**config.mk**
```make
export PLATFORM = sky130hd
export DESIGN_NAME = intel_hex_record_encoder_top
export DESIGN_NICKNAME = d
export VERILOG_FILES = /design/src/ihex_pkg.sv /design/src/ihex_ram.sv /design/src/ihex_queue.sv /design/src/ihex_front.sv /design/src/ihex_back.sv /design/src/intel_hex_record_encoder_top.sv
export VERILOG_INCLUDE_DIRS = /design/src /design/src/src
export SDC_FILE = /design/constraint.sdc
export NUM_CORES = 1
export LEC_CHECK = 0
export BUFFER_PORTS_ARGS = -buffer_cell sky130_fd_sc_hd__buf_2
export CORE_AREA = 8 8 244 246
export DETAILED_ROUTE_END_ITERATION = 10
export DIE_AREA = 0 0 252 254
export SLEW_MARGIN = 10
export SYNTH_ARGS = -nofsm -noshare
export SYNTH_HDL_FRONTEND = slang
export SYNTH_SLANG_ARGS = --single-unit
```
**constraint.sdc**
```tcl
create_clock -name aclk -period 11.15 [get_ports aclk]
set_input_delay 2.7875 -clock aclk [delete_from_list [all_inputs] [get_ports aclk]]
set_output_delay 2.7875 -clock aclk [all_outputs]
set_load 0.1 [all_outputs]
```
**src/intel_hex_record_encoder_top_assert.svh**
```systemverilog
// Assertion macros shared by the Intel HEX encoder modules.
`ifndef INTEL_HEX_RECORD_ENCODER_TOP_ASSERT_SVH
`define INTEL_HEX_RECORD_ENCODER_TOP_ASSERT_SVH

// Consequent must hold in the same cycle as the antecedent.
`define IHEX_ASSERT_HOLDS(label, ante, cons, msg) \
    label: assert property (@(posedge aclk) disable iff (!aresetn) (ante) |-> (cons)) \
        else $error(msg);

// Consequent must hold in the cycle after the antecedent.
`define IHEX_ASSERT_NEXT(label, ante, cons, msg) \
    label: assert property (@(posedge aclk) disable iff (!aresetn) (ante) |=> (cons)) \
        else $error(msg);

`endif

```
**src/ihex_pkg.sv**
```systemverilog
// Package: types, constants and helpers of the Intel HEX encoder.
`timescale 1ns / 1ps
package ihex_pkg;

    localparam int RECORD_BYTES_DEF = 16;
    localparam int BYTE_W           = 8;
    localparam int ADDR_W           = 16;
    localparam int APB_ADDR_W       = 3;
    localparam int APB_DATA_W       = 32;
    localparam int END_LEN          = 11;
    localparam int SEQ_CNT_W        = 4;

    localparam logic CMD_DATA = 1'b0;
    localparam logic CMD_END  = 1'b1;

    localparam logic [APB_ADDR_W-1:0] REG_START_ADDRESS = 3'd0;

    localparam logic [BYTE_W-1:0] CH_COLON = 8'h3A;
    localparam logic [BYTE_W-1:0] CH_LF    = 8'h0A;
    localparam logic [BYTE_W-1:0] CH_EOF   = 8'h1A;

    typedef struct packed {
        logic              command;
        logic [BYTE_W-1:0] data_byte;
    } in_item_t;

    typedef struct packed {
        logic [BYTE_W-1:0] out_char;
        logic              last;
        logic              addr_overrun;
    } out_item_t;

    // One unit of work for the back end, built by the front end.
    typedef struct packed {
        logic              lead_nl;
        logic              do_rec;
        logic              do_end;
        logic              ovf;
        logic              bank;
        logic [BYTE_W-1:0] rec_count;
        logic [ADDR_W-1:0] rec_addr;
        logic [BYTE_W-1:0] hdr_sum;
    } job_t;

    typedef enum logic [3:0] {
        B_IDLE,
        B_LEAD,
        B_COLON,
        B_HDR,
        B_DATA,
        B_CSUM,
        B_RNL,
        B_END,
        B_ENL,
        B_EOF
    } back_state_t;

    function automatic logic [BYTE_W-1:0] hex_char(input logic [3:0] nib);
        logic [BYTE_W-1:0] ch;
        if (nib < 4'd10) begin
            ch = 8'h30 + {4'h0, nib};
        end else begin
            ch = 8'h37 + {4'h0, nib};
        end
        return ch;
    endfunction

    // Characters of the end-of-file record ":00000001FF".
    function automatic logic [BYTE_W-1:0] end_char(input logic [SEQ_CNT_W-1:0] idx);
        logic [BYTE_W-1:0] ch;
        case (idx)
            4'd0:    ch = CH_COLON;
            4'd8:    ch = 8'h31;
            4'd9:    ch = 8'h46;
            4'd10:   ch = 8'h46;
            default: ch = 8'h30;
        endcase
        return ch;
    endfunction

endpackage

```
**src/ihex_ram.sv**
```systemverilog
// Generic single-write, single-read RAM with registered read data.
`timescale 1ns / 1ps
module ihex_ram #(
    parameter int WIDTH = 8,
    parameter int DEPTH = 32
) (
    input  logic                     aclk,
    input  logic                     we,
    input  logic [$clog2(DEPTH)-1:0] waddr,
    input  logic [WIDTH-1:0]         wdata,
    input  logic                     re,
    input  logic [$clog2(DEPTH)-1:0] raddr,
    output logic [WIDTH-1:0]         rdata
);

    logic [WIDTH-1:0] mem_reg [DEPTH];
    logic [WIDTH-1:0] rdata_reg;

    always_ff @(posedge aclk) begin
        if (we) begin
            mem_reg[waddr] <= wdata;
        end
        if (re) begin
            rdata_reg <= mem_reg[raddr];
        end
    end

    assign rdata = rdata_reg;

endmodule

```
**src/ihex_queue.sv**
```systemverilog
// Two-entry job queue between the front end and the back end.
`timescale 1ns / 1ps
module ihex_queue (
    input  logic           aclk,
    input  logic           aresetn,
    input  logic           push,
    input  ihex_pkg::job_t push_job,
    output logic           full,
    output logic           valid,
    input  logic           pop,
    output ihex_pkg::job_t pop_job
);

    ihex_pkg::job_t entry_reg [2];
    logic           wr_ptr_reg, wr_ptr_next;
    logic           rd_ptr_reg, rd_ptr_next;
    logic [1:0]     fill_reg, fill_next;
    logic           do_push, do_pop;

    always_comb begin
        do_push     = push && (fill_reg != 2'd2);
        do_pop      = pop && (fill_reg != 2'd0);
        wr_ptr_next = do_push ? ~wr_ptr_reg : wr_ptr_reg;
        rd_ptr_next = do_pop ? ~rd_ptr_reg : rd_ptr_reg;
        fill_next   = fill_reg + {1'b0, do_push} - {1'b0, do_pop};
    end

    always_ff @(posedge aclk) begin
        if (!aresetn) begin
            wr_ptr_reg <= 1'b0;
            rd_ptr_reg <= 1'b0;
            fill_reg   <= 2'd0;
        end else begin
            wr_ptr_reg <= wr_ptr_next;
            rd_ptr_reg <= rd_ptr_next;
            fill_reg   <= fill_next;
        end
    end

    always_ff @(posedge aclk) begin
        if (do_push) begin
            entry_reg[wr_ptr_reg] <= push_job;
        end
    end

    assign full    = (fill_reg == 2'd2);
    assign valid   = (fill_reg != 2'd0);
    assign pop_job = entry_reg[rd_ptr_reg];

endmodule

```
**src/ihex_front.sv**
```systemverilog
// Front end: takes input transactions, fills the record buffer and queues jobs.
`timescale 1ns / 1ps
module ihex_front #(
    parameter int RECORD_BYTES = ihex_pkg::RECORD_BYTES_DEF
) (
    input  logic                                  aclk,
    input  logic                                  aresetn,
    input  logic                                  s_valid,
    output logic                                  s_ready,
    input  ihex_pkg::in_item_t                    s_item,
    input  logic                                  cfg_we,
    input  logic [ihex_pkg::ADDR_W-1:0]           cfg_wdata,
    output logic [ihex_pkg::ADDR_W-1:0]           start_address,
    input  logic                                  q_full,
    output logic                                  q_push,
    output ihex_pkg::job_t                        q_job,
    input  logic                                  rec_done,
    output logic                                  ram_we,
    output logic [$clog2(2*RECORD_BYTES)-1:0]     ram_waddr,
    output logic [ihex_pkg::BYTE_W-1:0]           ram_wdata
);

    localparam int CW = $clog2(RECORD_BYTES + 1);
    localparam int AW = $clog2(2 * RECORD_BYTES);

    logic [CW-1:0]               count_reg, count_next;
    logic [ihex_pkg::ADDR_W-1:0] addr_reg, addr_next;
    logic [ihex_pkg::ADDR_W-1:0] start_reg, start_next;
    logic                        lead_done_reg, lead_done_next;
    logic                        halted_reg, halted_next;
    logic                        bank_reg, bank_next;
    logic [1:0]                  rec_out_reg, rec_out_next;

    logic                        accept, work, is_data, full_rec, do_rec, ovf;
    logic [CW-1:0]               count_inc;
    logic [ihex_pkg::BYTE_W-1:0] rec_count;
    logic [ihex_pkg::ADDR_W:0]   addr_sum;

    always_comb begin
        s_ready   = halted_reg || (!q_full && (rec_out_reg != 2'd2));
        accept    = s_valid && s_ready;
        work      = accept && !halted_reg;
        is_data   = (s_item.command == ihex_pkg::CMD_DATA);
        count_inc = count_reg + 1'b1;
        full_rec  = (count_inc == CW'(RECORD_BYTES));
        do_rec    = is_data ? full_rec : (count_reg != '0);
        rec_count = is_data ? ihex_pkg::BYTE_W'(RECORD_BYTES) : ihex_pkg::BYTE_W'(count_reg);
        addr_sum  = {1'b0, addr_reg} + {{(ihex_pkg::ADDR_W - ihex_pkg::BYTE_W + 1){1'b0}}, rec_count};
        ovf       = do_rec && addr_sum[ihex_pkg::ADDR_W];

        q_push            = work && (do_rec || !is_data || !lead_done_reg);
        q_job.lead_nl     = !lead_done_reg;
        q_job.do_rec      = do_rec;
        q_job.do_end      = !is_data && !ovf;
        q_job.ovf         = ovf;
        q_job.bank        = bank_reg;
        q_job.rec_count   = rec_count;
        q_job.rec_addr    = addr_reg;
        q_job.hdr_sum     = rec_count + addr_reg[15:8] + addr_reg[7:0];

        ram_we    = work && is_data;
        ram_waddr = (bank_reg ? AW'(RECORD_BYTES) : '0) + AW'(count_reg);
        ram_wdata = s_item.data_byte;
    end

    always_comb begin
        count_next     = count_reg;
        addr_next      = addr_reg;
        start_next     = start_reg;
        lead_done_next = lead_done_reg;
        halted_next    = halted_reg;
        bank_next      = bank_reg;
        if (cfg_we) begin
            start_next = cfg_wdata;
            addr_next  = cfg_wdata;
        end else if (work) begin
            lead_done_next = 1'b1;
            if (is_data) begin
                count_next = full_rec ? '0 : count_inc;
            end
            if (do_rec) begin
                addr_next = addr_sum[ihex_pkg::ADDR_W-1:0];
                bank_next = ~bank_reg;
                if (ovf) begin
                    halted_next = 1'b1;
                end
            end
            // end of stream: rearm for a fresh one unless the address ran out
            if (!is_data) begin
                count_next = '0;
                if (!ovf) begin
                    addr_next      = start_reg;
                    lead_done_next = 1'b0;
                end
            end
        end
        rec_out_next = rec_out_reg + {1'b0, q_push && do_rec} - {1'b0, rec_done};
    end

    always_ff @(posedge aclk) begin
        if (!aresetn) begin
            count_reg     <= '0;
            addr_reg      <= '0;
            start_reg     <= '0;
            lead_done_reg <= 1'b0;
            halted_reg    <= 1'b0;
            bank_reg      <= 1'b0;
            rec_out_reg   <= 2'd0;
        end else begin
            count_reg     <= count_next;
            addr_reg      <= addr_next;
            start_reg     <= start_next;
            lead_done_reg <= lead_done_next;
            halted_reg    <= halted_next;
            bank_reg      <= bank_next;
            rec_out_reg   <= rec_out_next;
        end
    end

    assign start_address = start_reg;

`include "intel_hex_record_encoder_top_assert.svh"

    `IHEX_ASSERT_HOLDS(a_push_room, q_push, !q_full, "job pushed into a full queue")
    `IHEX_ASSERT_HOLDS(a_done_known, rec_done, rec_out_reg != 2'd0, "record done with none outstanding")
    `IHEX_ASSERT_NEXT(a_halt_sticky, halted_reg, halted_reg, "halt released without reset")

endmodule

```
**src/ihex_back.sv**
```systemverilog
// Back end: sequences the text of each job, one character per transaction.
`timescale 1ns / 1ps
module ihex_back #(
    parameter int RECORD_BYTES = ihex_pkg::RECORD_BYTES_DEF
) (
    input  logic                              aclk,
    input  logic                              aresetn,
    input  logic                              q_valid,
    input  ihex_pkg::job_t                    q_job,
    output logic                              q_pop,
    output logic [$clog2(2*RECORD_BYTES)-1:0] ram_raddr,
    input  logic [ihex_pkg::BYTE_W-1:0]       ram_rdata,
    output logic                              rec_done,
    output logic                              m_valid,
    input  logic                              m_ready,
    output ihex_pkg::out_item_t               m_item
);

    localparam int AW = $clog2(2 * RECORD_BYTES);

    ihex_pkg::back_state_t              state_reg, state_next;
    ihex_pkg::job_t                     job_reg, job_next;
    logic [ihex_pkg::SEQ_CNT_W-1:0]     cnt_reg, cnt_next;
    logic [ihex_pkg::BYTE_W-1:0]        byte_idx_reg, byte_idx_next;
    logic [ihex_pkg::BYTE_W-1:0]        sum_reg, sum_next;
    logic                               m_valid_reg, m_valid_next;
    ihex_pkg::out_item_t                m_item_reg, m_item_next;

    logic                               out_free, emit, emit_en, last_byte;
    logic [ihex_pkg::BYTE_W-1:0]        hdr_byte, csum, nib_src;
    ihex_pkg::out_item_t                emit_item;

    assign out_free  = !m_valid_reg || m_ready;
    assign emit      = emit_en && out_free;
    assign last_byte = (byte_idx_reg == (job_reg.rec_count - 1'b1));

    // next state
    always_comb begin
        state_next = state_reg;
        case (state_reg)
            ihex_pkg::B_IDLE: begin
                if (q_valid) begin
                    if (q_job.lead_nl) begin
                        state_next = ihex_pkg::B_LEAD;
                    end else if (q_job.do_rec) begin
                        state_next = ihex_pkg::B_COLON;
                    end else begin
                        state_next = ihex_pkg::B_END;
                    end
                end
            end
            ihex_pkg::B_LEAD: begin
                if (emit) begin
                    if (job_reg.do_rec) begin
                        state_next = ihex_pkg::B_COLON;
                    end else if (job_reg.do_end) begin
                        state_next = ihex_pkg::B_END;
                    end else begin
                        state_next = ihex_pkg::B_IDLE;
                    end
                end
            end
            ihex_pkg::B_COLON: begin
                if (emit) begin
                    state_next = ihex_pkg::B_HDR;
                end
            end
            ihex_pkg::B_HDR: begin
                if (emit && (cnt_reg == 4'd7)) begin
                    state_next = ihex_pkg::B_DATA;
                end
            end
            ihex_pkg::B_DATA: begin
                if (emit && cnt_reg[0] && last_byte) begin
                    state_next = ihex_pkg::B_CSUM;
                end
            end
            ihex_pkg::B_CSUM: begin
                if (emit && cnt_reg[0]) begin
                    state_next = ihex_pkg::B_RNL;
                end
            end
            ihex_pkg::B_RNL: begin
                if (emit) begin
                    state_next = job_reg.do_end ? ihex_pkg::B_END : ihex_pkg::B_IDLE;
                end
            end
            ihex_pkg::B_END: begin
                if (emit && (cnt_reg == ihex_pkg::SEQ_CNT_W'(ihex_pkg::END_LEN - 1))) begin
                    state_next = ihex_pkg::B_ENL;
                end
            end
            ihex_pkg::B_ENL: begin
                if (emit) begin
                    state_next = ihex_pkg::B_EOF;
                end
            end
            ihex_pkg::B_EOF: begin
                if (emit) begin
                    state_next = ihex_pkg::B_IDLE;
                end
            end
            default: state_next = ihex_pkg::B_IDLE;
        endcase
    end

    // outputs of the sequencer
    always_comb begin
        case (cnt_reg[2:1])
            2'd0:    hdr_byte = job_reg.rec_count;
            2'd1:    hdr_byte = job_reg.rec_addr[15:8];
            2'd2:    hdr_byte = job_reg.rec_addr[7:0];
            default: hdr_byte = 8'h00;
        endcase
        csum = 8'h00 - sum_reg;

        emit_en                = 1'b1;
        q_pop                  = 1'b0;
        rec_done               = 1'b0;
        nib_src                = hdr_byte;
        emit_item.out_char     = ihex_pkg::CH_LF;
        emit_item.last         = 1'b0;
        emit_item.addr_overrun = 1'b0;
        case (state_reg)
            ihex_pkg::B_IDLE: begin
                emit_en = 1'b0;
                q_pop   = q_valid;
            end
            ihex_pkg::B_LEAD: begin
                emit_item.last = !job_reg.do_rec && !job_reg.do_end;
            end
            ihex_pkg::B_COLON: begin
                emit_item.out_char = ihex_pkg::CH_COLON;
            end
            ihex_pkg::B_HDR: begin
                nib_src            = hdr_byte;
                emit_item.out_char = ihex_pkg::hex_char(cnt_reg[0] ? nib_src[3:0] : nib_src[7:4]);
            end
            ihex_pkg::B_DATA: begin
                nib_src            = ram_rdata;
                emit_item.out_char = ihex_pkg::hex_char(cnt_reg[0] ? nib_src[3:0] : nib_src[7:4]);
            end
            ihex_pkg::B_CSUM: begin
                nib_src            = csum;
                emit_item.out_char = ihex_pkg::hex_char(cnt_reg[0] ? nib_src[3:0] : nib_src[7:4]);
            end
            ihex_pkg::B_RNL: begin
                emit_item.last         = !job_reg.do_end;
                emit_item.addr_overrun = job_reg.ovf;
                rec_done               = emit;
            end
            ihex_pkg::B_END: begin
                emit_item.out_char = ihex_pkg::end_char(cnt_reg);
            end
            ihex_pkg::B_ENL: begin
                emit_item.out_char = ihex_pkg::CH_LF;
            end
            ihex_pkg::B_EOF: begin
                emit_item.out_char = ihex_pkg::CH_EOF;
                emit_item.last     = 1'b1;
            end
            default: begin
                emit_en = 1'b0;
            end
        endcase
    end

    // datapath and output register
    always_comb begin
        job_next      = q_pop ? q_job : job_reg;
        cnt_next      = cnt_reg;
        byte_idx_next = byte_idx_reg;
        sum_next      = sum_reg;
        if (state_next != state_reg) begin
            cnt_next = '0;
        end else if (emit) begin
            cnt_next = cnt_reg + 1'b1;
        end
        if (state_reg == ihex_pkg::B_IDLE) begin
            byte_idx_next = '0;
            sum_next      = q_job.hdr_sum;
        end else if ((state_reg == ihex_pkg::B_DATA) && emit && cnt_reg[0]) begin
            byte_idx_next = byte_idx_reg + 1'b1;
            sum_next      = sum_reg + ram_rdata;
        end
        // read ahead so the next byte is waiting when its high nibble goes out
        ram_raddr = (job_reg.bank ? AW'(RECORD_BYTES) : '0) + AW'(byte_idx_next);

        m_item_next  = m_item_reg;
        m_valid_next = m_valid_reg;
        if (emit) begin
            m_item_next  = emit_item;
            m_valid_next = 1'b1;
        end else if (m_ready) begin
            m_valid_next = 1'b0;
        end
    end

    always_ff @(posedge aclk) begin
        if (!aresetn) begin
            state_reg   <= ihex_pkg::B_IDLE;
            m_valid_reg <= 1'b0;
        end else begin
            state_reg   <= state_next;
            m_valid_reg <= m_valid_next;
        end
    end

    always_ff @(posedge aclk) begin
        job_reg      <= job_next;
        cnt_reg      <= cnt_next;
        byte_idx_reg <= byte_idx_next;
        sum_reg      <= sum_next;
        m_item_reg   <= m_item_next;
    end

    assign m_valid = m_valid_reg;
    assign m_item  = m_item_reg;

`include "intel_hex_record_encoder_top_assert.svh"

    `IHEX_ASSERT_HOLDS(a_data_in_range, state_reg == ihex_pkg::B_DATA,
        byte_idx_reg < job_reg.rec_count, "record byte index past record length")
    `IHEX_ASSERT_HOLDS(a_err_no_end, emit && (state_reg == ihex_pkg::B_RNL) && job_reg.ovf,
        !job_reg.do_end, "end record queued after address overflow")
    `IHEX_ASSERT_HOLDS(a_eof_from_end, emit && (state_reg == ihex_pkg::B_EOF),
        job_reg.do_end, "end-of-file byte without end command")

endmodule

```
**src/intel_hex_record_encoder_top.sv**
```systemverilog
// The first character of a job passes through the job queue, the back-end state register and
//   the output register, whether or not a leading line feed comes first.
// Throughput: one character per cycle from the back-end sequencer while m_ready holds,
//   with the back end returning to its idle state between jobs.
// Input bytes are taken at one per cycle until two records are outstanding or the queue fills.
// Reset (aresetn low, synchronous): start address 0, no bytes pending, leading line feed
//   armed, halt cleared; buffer contents are not cleared.
`timescale 1ns / 1ps
module intel_hex_record_encoder_top #(
    parameter int RECORD_BYTES = ihex_pkg::RECORD_BYTES_DEF
) (
    input  logic                                aclk,
    input  logic                                aresetn,
    input  logic                                s_valid,
    output logic                                s_ready,
    input  ihex_pkg::in_item_t                  s_item,
    output logic                                m_valid,
    input  logic                                m_ready,
    output ihex_pkg::out_item_t                 m_item,
    input  logic                                psel,
    input  logic                                penable,
    input  logic                                pwrite,
    input  logic [ihex_pkg::APB_ADDR_W-1:0]     paddr,
    input  logic [ihex_pkg::APB_DATA_W-1:0]     pwdata,
    output logic [ihex_pkg::APB_DATA_W-1:0]     prdata,
    output logic                                pready
);

    localparam int AW = $clog2(2 * RECORD_BYTES);

    logic                         cfg_we;
    logic [ihex_pkg::ADDR_W-1:0]  start_address;
    logic                         q_full, q_push, q_valid, q_pop, rec_done;
    ihex_pkg::job_t               q_in_job, q_out_job;
    logic                         ram_we;
    logic [AW-1:0]                ram_waddr, ram_raddr;
    logic [ihex_pkg::BYTE_W-1:0]  ram_wdata, ram_rdata;

    assign pready = 1'b1;
    assign cfg_we = psel && penable && pwrite && pready
                    && (paddr == ihex_pkg::REG_START_ADDRESS);
    assign prdata = (paddr == ihex_pkg::REG_START_ADDRESS)
                    ? {{(ihex_pkg::APB_DATA_W - ihex_pkg::ADDR_W){1'b0}}, start_address}
                    : '0;

    ihex_front #(
        .RECORD_BYTES (RECORD_BYTES)
    ) u_front (
        .aclk          (aclk),
        .aresetn       (aresetn),
        .s_valid       (s_valid),
        .s_ready       (s_ready),
        .s_item        (s_item),
        .cfg_we        (cfg_we),
        .cfg_wdata     (pwdata[ihex_pkg::ADDR_W-1:0]),
        .start_address (start_address),
        .q_full        (q_full),
        .q_push        (q_push),
        .q_job         (q_in_job),
        .rec_done      (rec_done),
        .ram_we        (ram_we),
        .ram_waddr     (ram_waddr),
        .ram_wdata     (ram_wdata)
    );

    ihex_queue u_queue (
        .aclk     (aclk),
        .aresetn  (aresetn),
        .push     (q_push),
        .push_job (q_in_job),
        .full     (q_full),
        .valid    (q_valid),
        .pop      (q_pop),
        .pop_job  (q_out_job)
    );

    ihex_ram #(
        .WIDTH (ihex_pkg::BYTE_W),
        .DEPTH (2 * RECORD_BYTES)
    ) u_buf (
        .aclk  (aclk),
        .we    (ram_we),
        .waddr (ram_waddr),
        .wdata (ram_wdata),
        .re    (1'b1),
        .raddr (ram_raddr),
        .rdata (ram_rdata)
    );

    ihex_back #(
        .RECORD_BYTES (RECORD_BYTES)
    ) u_back (
        .aclk      (aclk),
        .aresetn   (aresetn),
        .q_valid   (q_valid),
        .q_job     (q_out_job),
        .q_pop     (q_pop),
        .ram_raddr (ram_raddr),
        .ram_rdata (ram_rdata),
        .rec_done  (rec_done),
        .m_valid   (m_valid),
        .m_ready   (m_ready),
        .m_item    (m_item)
    );

endmodule
```
# After elaboration in Yosys (flattened, before gate mapping)
# Memory sizes are Yosys's and may differ from the RTL's. A register that Yosys moved wholly into a read port is not among the register bits.
# Index checks and enable logic that the tools add are counted.
# totals
register_bits	109
latchBits	0
ramBits	324
mem_bits_ro	0
inputBits	51
output_inout_bits	45
word_cells	177
n_memories	2
# op_classes
addsub	21
multipliers	0
div_mod_pow	0
magnitude_cmp	3
n_eq_ne	21
shifts	0
mux	54
bitwise	5
reduce_logical	46
# memory_table
name	words	word_bits	rd	rd_ports_with_merged_regs	write_ports	line	rtl
u_buf.mem_reg	32	8	1	1	1	ihex_ram.sv:16	logic [WIDTH-1:0] mem_reg [DEPTH];
u_queue.entry_reg	2	34	1	1	1	ihex_queue.sv:14	ihex_pkg::job_t entry_reg [2];
# ops
cell	count
$mux 16	6
$mux 4	15
$pmux 8 s6	1
$add 6x4->7 const A	6
$mux 8	5
$pmux 4 s10	1
$mux 5	7
$add 8x8->8	3
$pmux 8 s3	1
$logic_and 1x1->1	21
$pmux 7 s3	1
$eq 4x3->1 const B	5
$eq 4x4->1 const B	5
$add 16x8->17	1
$mux 1	14
$lt 4x4->1 const B	3
$add 5x5->5	2
$reduce_or 9->1	1
$add 8x1->8 const B	1
$eq 4x2->1 const B	2
$eq 8x8->1	1
$logic_not 4->1	2
$reduce_bool 2->1	4
$sub 1x8->8 const A	1
other kinds (23)	41

# Longest topological paths before layout
# logic_depth
ltp_word	10
mapped_depth	14
ltp_nobuf	12

# Cells and area by module
# Synthesis repeated with hierarchy kept, for this count alone.
# hier_totals
cells_unflattened	1386
area_unflattened_um2	20698.6
# modules_own_cells
module	instances	cells_per_inst	area_each_um2	seq_area_each_um2
ihex_ram	1	417	10133.5	7927.6
ihex_back	1	431	4205.3	1691.6
ihex_queue	1	142	3059.2	2322.2
ihex_front	1	358	3029.2	840.8
intel_hex_record_encoder_top	1	38	271.5	0.0

# Worst setup path before layout
# OpenSTA, ideal clock, no wires.
# synth_timing
path_kind	input port to output port
startpoint	input port paddr[1] (netlist name)
endpoint	output port prdata[10] (netlist name)
arrival_ns	4.232
setup_slack_ns	4.130
path_stages	3
cell_sequence	nor3_1 -> clkbuf_1 -> and2_1
# synth_via
elab_chain_cells	2
# synth_lines
item	line	rtl
from (decl)	intel_hex_record_encoder_top.sv:23	input logic [ihex_pkg::APB_ADDR_W-1:0] paddr,
$logic_not 3->1	intel_hex_record_encoder_top.sv:42	assign prdata = (paddr == ihex_pkg::REG_START_ADDRESS)
$mux 16	intel_hex_record_encoder_top.sv:43	? {{(ihex_pkg::APB_DATA_W - ihex_pkg::ADDR_W){1'b0}}, start_address}
to (decl)	intel_hex_record_encoder_top.sv:25	output logic [ihex_pkg::APB_DATA_W-1:0] prdata,
# No other way between the ends.

# Worst setup path in the final report
# layout_timing
startpoint	input port paddr[1] (netlist name)
endpoint	output port prdata[4] (netlist name)
# The elaborated chain is that of the path after synthesis.

==> impl_metrics.ini <==
[grt]
grt_pass1_wl_mm = 70.9
grt-ovfl-total = 0
antenna_found_initial = 0
grt.total_usage_pct = 13.9
grt_max_degree = 83
grt_pass1_vias = 12370

[timing]
max_slew_margin_pct = 21.6
drv_slew = 0
rsz0062_at_grt = false
period_share_pct = 59.7
finClkSkew_ps = 22.9
finalSetupTns_ps = 0
whs_ps = 478
fmax_ghz = 0.150
worst_slew_pin_slew_ps = 1170
hold_viol_final = 0
period_needed_ps = 6660
setup_viol = 0

[setup_path]
end_kind = primary output
path_max_fanout = 18
critPathLaunchType = input port
ff2ff_path_depth = 10
cp_data_arrival_time_ps = 3870
worstPathRequired_ps = 8360
worstSetupStartpoint = paddr[1]
critPathKind = input port to primary output
reg2reg_from = u_back.state_reg[2]$_SDFF_PN0_

[logic_synthesis]
syn_inst = 1655
synth_top_area_share_pct = 55.5
synth_edf_count = 366
synth_most_common_cell = edfxtp_1
ys_warn_count = 0
synth.distinct_cells = 76
yosys.area.top_type = edfxtp_1
ys_top_cells_by_count = edfxtp_1, nand2_1, a21oi_1, nor2_1, dfxtp_1
ys.flop_type = edfxtp_1
ys_async_sr_fraction_pct = 0
synth_area_per_cell_um2 = 12.0
syn_area_um2 = 19800
ys_ff_latch = 438
synth_area_leaders = edfxtp_1, dfxtp_1, nand2_1
ys_seq_area_share_pct = 62.8

[finish]
drive_above_1_share_pct = 10.7
area_growth_pct = 12.0
fin_nets = 1781
diodes = 0
stdcell_count = 2471
fillers = 5292
largest_reg_flops = 256

[clocking]
cts-root-buf = clkbuf_16
clk_path_buf_depth = 3
postCtsSetupBuffers = 0
cts_tree = yes
clk_latency_ps = 550
clkTransAtPathRegs_ps = 60
cts_made_buffers = 44
cts_sinks = 438
ctsResizeCount = 0
hold_buffers = 0
htreeDepth = 2

[floorplanning]
initial_core_util_pct = 35.5
fp.dieArea_um2 = 64000
core-area_um2 = 55700
rows = 87
pin_count = 96
die_y_um = 254
dieWidth_um = 252

[power]
clkPwrFrac_pct = 30.8
p_int_uw = 3240
power.leakage_uw = 0.00761
seqPwrFrac_pct = 44.4
max-vdd-ir-drop_mv = 0.103
powerDensity_nw_per_um2 = 215
p_comb_share_pct = 24.8
p_switching_uw = 1510
p_sw_share_pct = 31.8

[drt]
post_drt_wl_per_cell_um = 18.7
drt-vias-per-instance = 5.19
dr.pass1.iters = 5
wl_mm = 46.3
vias = 12825
ant_nets = 0
drt_iter0_drc = 918
drc = 0

[hold_path]
worstHoldPathType = flop to flop
hp-start = u_front.start_address[13]$_SDFFE_PN0P_
holdPathStages = 2

[run_status]
status = complete, no violations

[flow_run]
drv_cap = 0

[placement]
port_buffers = 61
hpwl_mm = 29.8
placedCellCount = 2394
place.gp.congestion = 0.816
## power by group through the flow
stage / clock (uW) / combinational [uW] / sequential (uW)
final: 1460 / 1180 / 2110
after global routing: 1550 / 1300 / 2130
after CTS: 1490 / 1190 / 2110
after detailed placement: 0 / 1180 / 2150
after global placement: 0 / 1170 / 2140
after floorplan: 0 / 812 / 2200
## cell usage in the layout, fill, tap and decap left out, types with 12 or more instances in the layout
cell       synthesis  layout
edfxtp_1         366     366
nand2_1          285     285
a21oi_1          125     125
nor2_1            91      91
dfxtp_1           72      72
buf_2             17      61
o21ai_0           48      48
inv_1             48      47
clkbuf_16          0      44
xnor2_1           43      43
ha_1              38      38
a32oi_1           33      33
a32o_1            32      32
and2_1            29      29
mux2_2            29      28
nor3_1            26      26
mux2i_1           25      24
a221oi_1          21      21
nor2b_1           20      19
a21boi_0          19      19
conb_1             2      18
o22ai_1           17      17
buf_4             18      15
nand3_1           12      12
## path summary, 6_finish.rpt
| check | endpoint | slack [ps] |
|---|---|---|
| worst max-delay path | prdata[4] | 4490 |
| worst min-delay path | u_front.start_address[13]$_SDFFE_PN0P_ | 480 |
| worst max register to register | u_buf.rdata[1]$_DFF_P_ | 5920 |
| worst min register to register | u_front.start_address[13]$_SDFFE_PN0P_ | 480 |
## stage by stage
step	setup slack, ps	utilization (%)	power [uW]	instance area (um^2)
global route	4430	39.8	4980	22200
detailed placement	4250	37.2	3330	20800
floorplan	4130	-	3010	19900
global placement	4280	37.2	3310	20800
finish	4490	39.8	4760	22200
CTS	4490	39.8	4800	22200
## cells by family after synthesis
logic type	Yosys count	share of synthesized area, %
AO/OA/AOI/OAI	378	13.1
XOR/XNOR	54	2.39
adder cells (fa/ha/maj)	46	3.21
buffers and inverters	158	3.52
flip-flops	438	62.8
multiplexers	54	2.91
other	2	0.0379
AND/OR/NAND/NOR	525	12.0
## worst max-delay path, stage by stage
cell	delay, ps
buf_2	90
nor3_1	170
buf_4	230
and2_1	160
buf_2	430
## per-layer routing
layer  wire length, um  vias to the layer above  global-route usage [%]
li1                  -                     6171                       -
met1             20700                     6311                    18.4
met2             22400                      272                    23.5
met3              2030                       71                    1.86
met4              1180                        0                    4.30
met5                 0                        -                       0
## cell type report
type	instances	area, um^2	share of cell area [%]
multi-input combinational	1075	6770	30.5
tap	756	946	4.27
timing repair buffer	76	418	1.89
clock buffer	54	1140	5.14
inverter	49	185	0.835
clock inverter	23	279	1.26
sequential	438	12400	56.1
(Power assumes the default switching activity.)
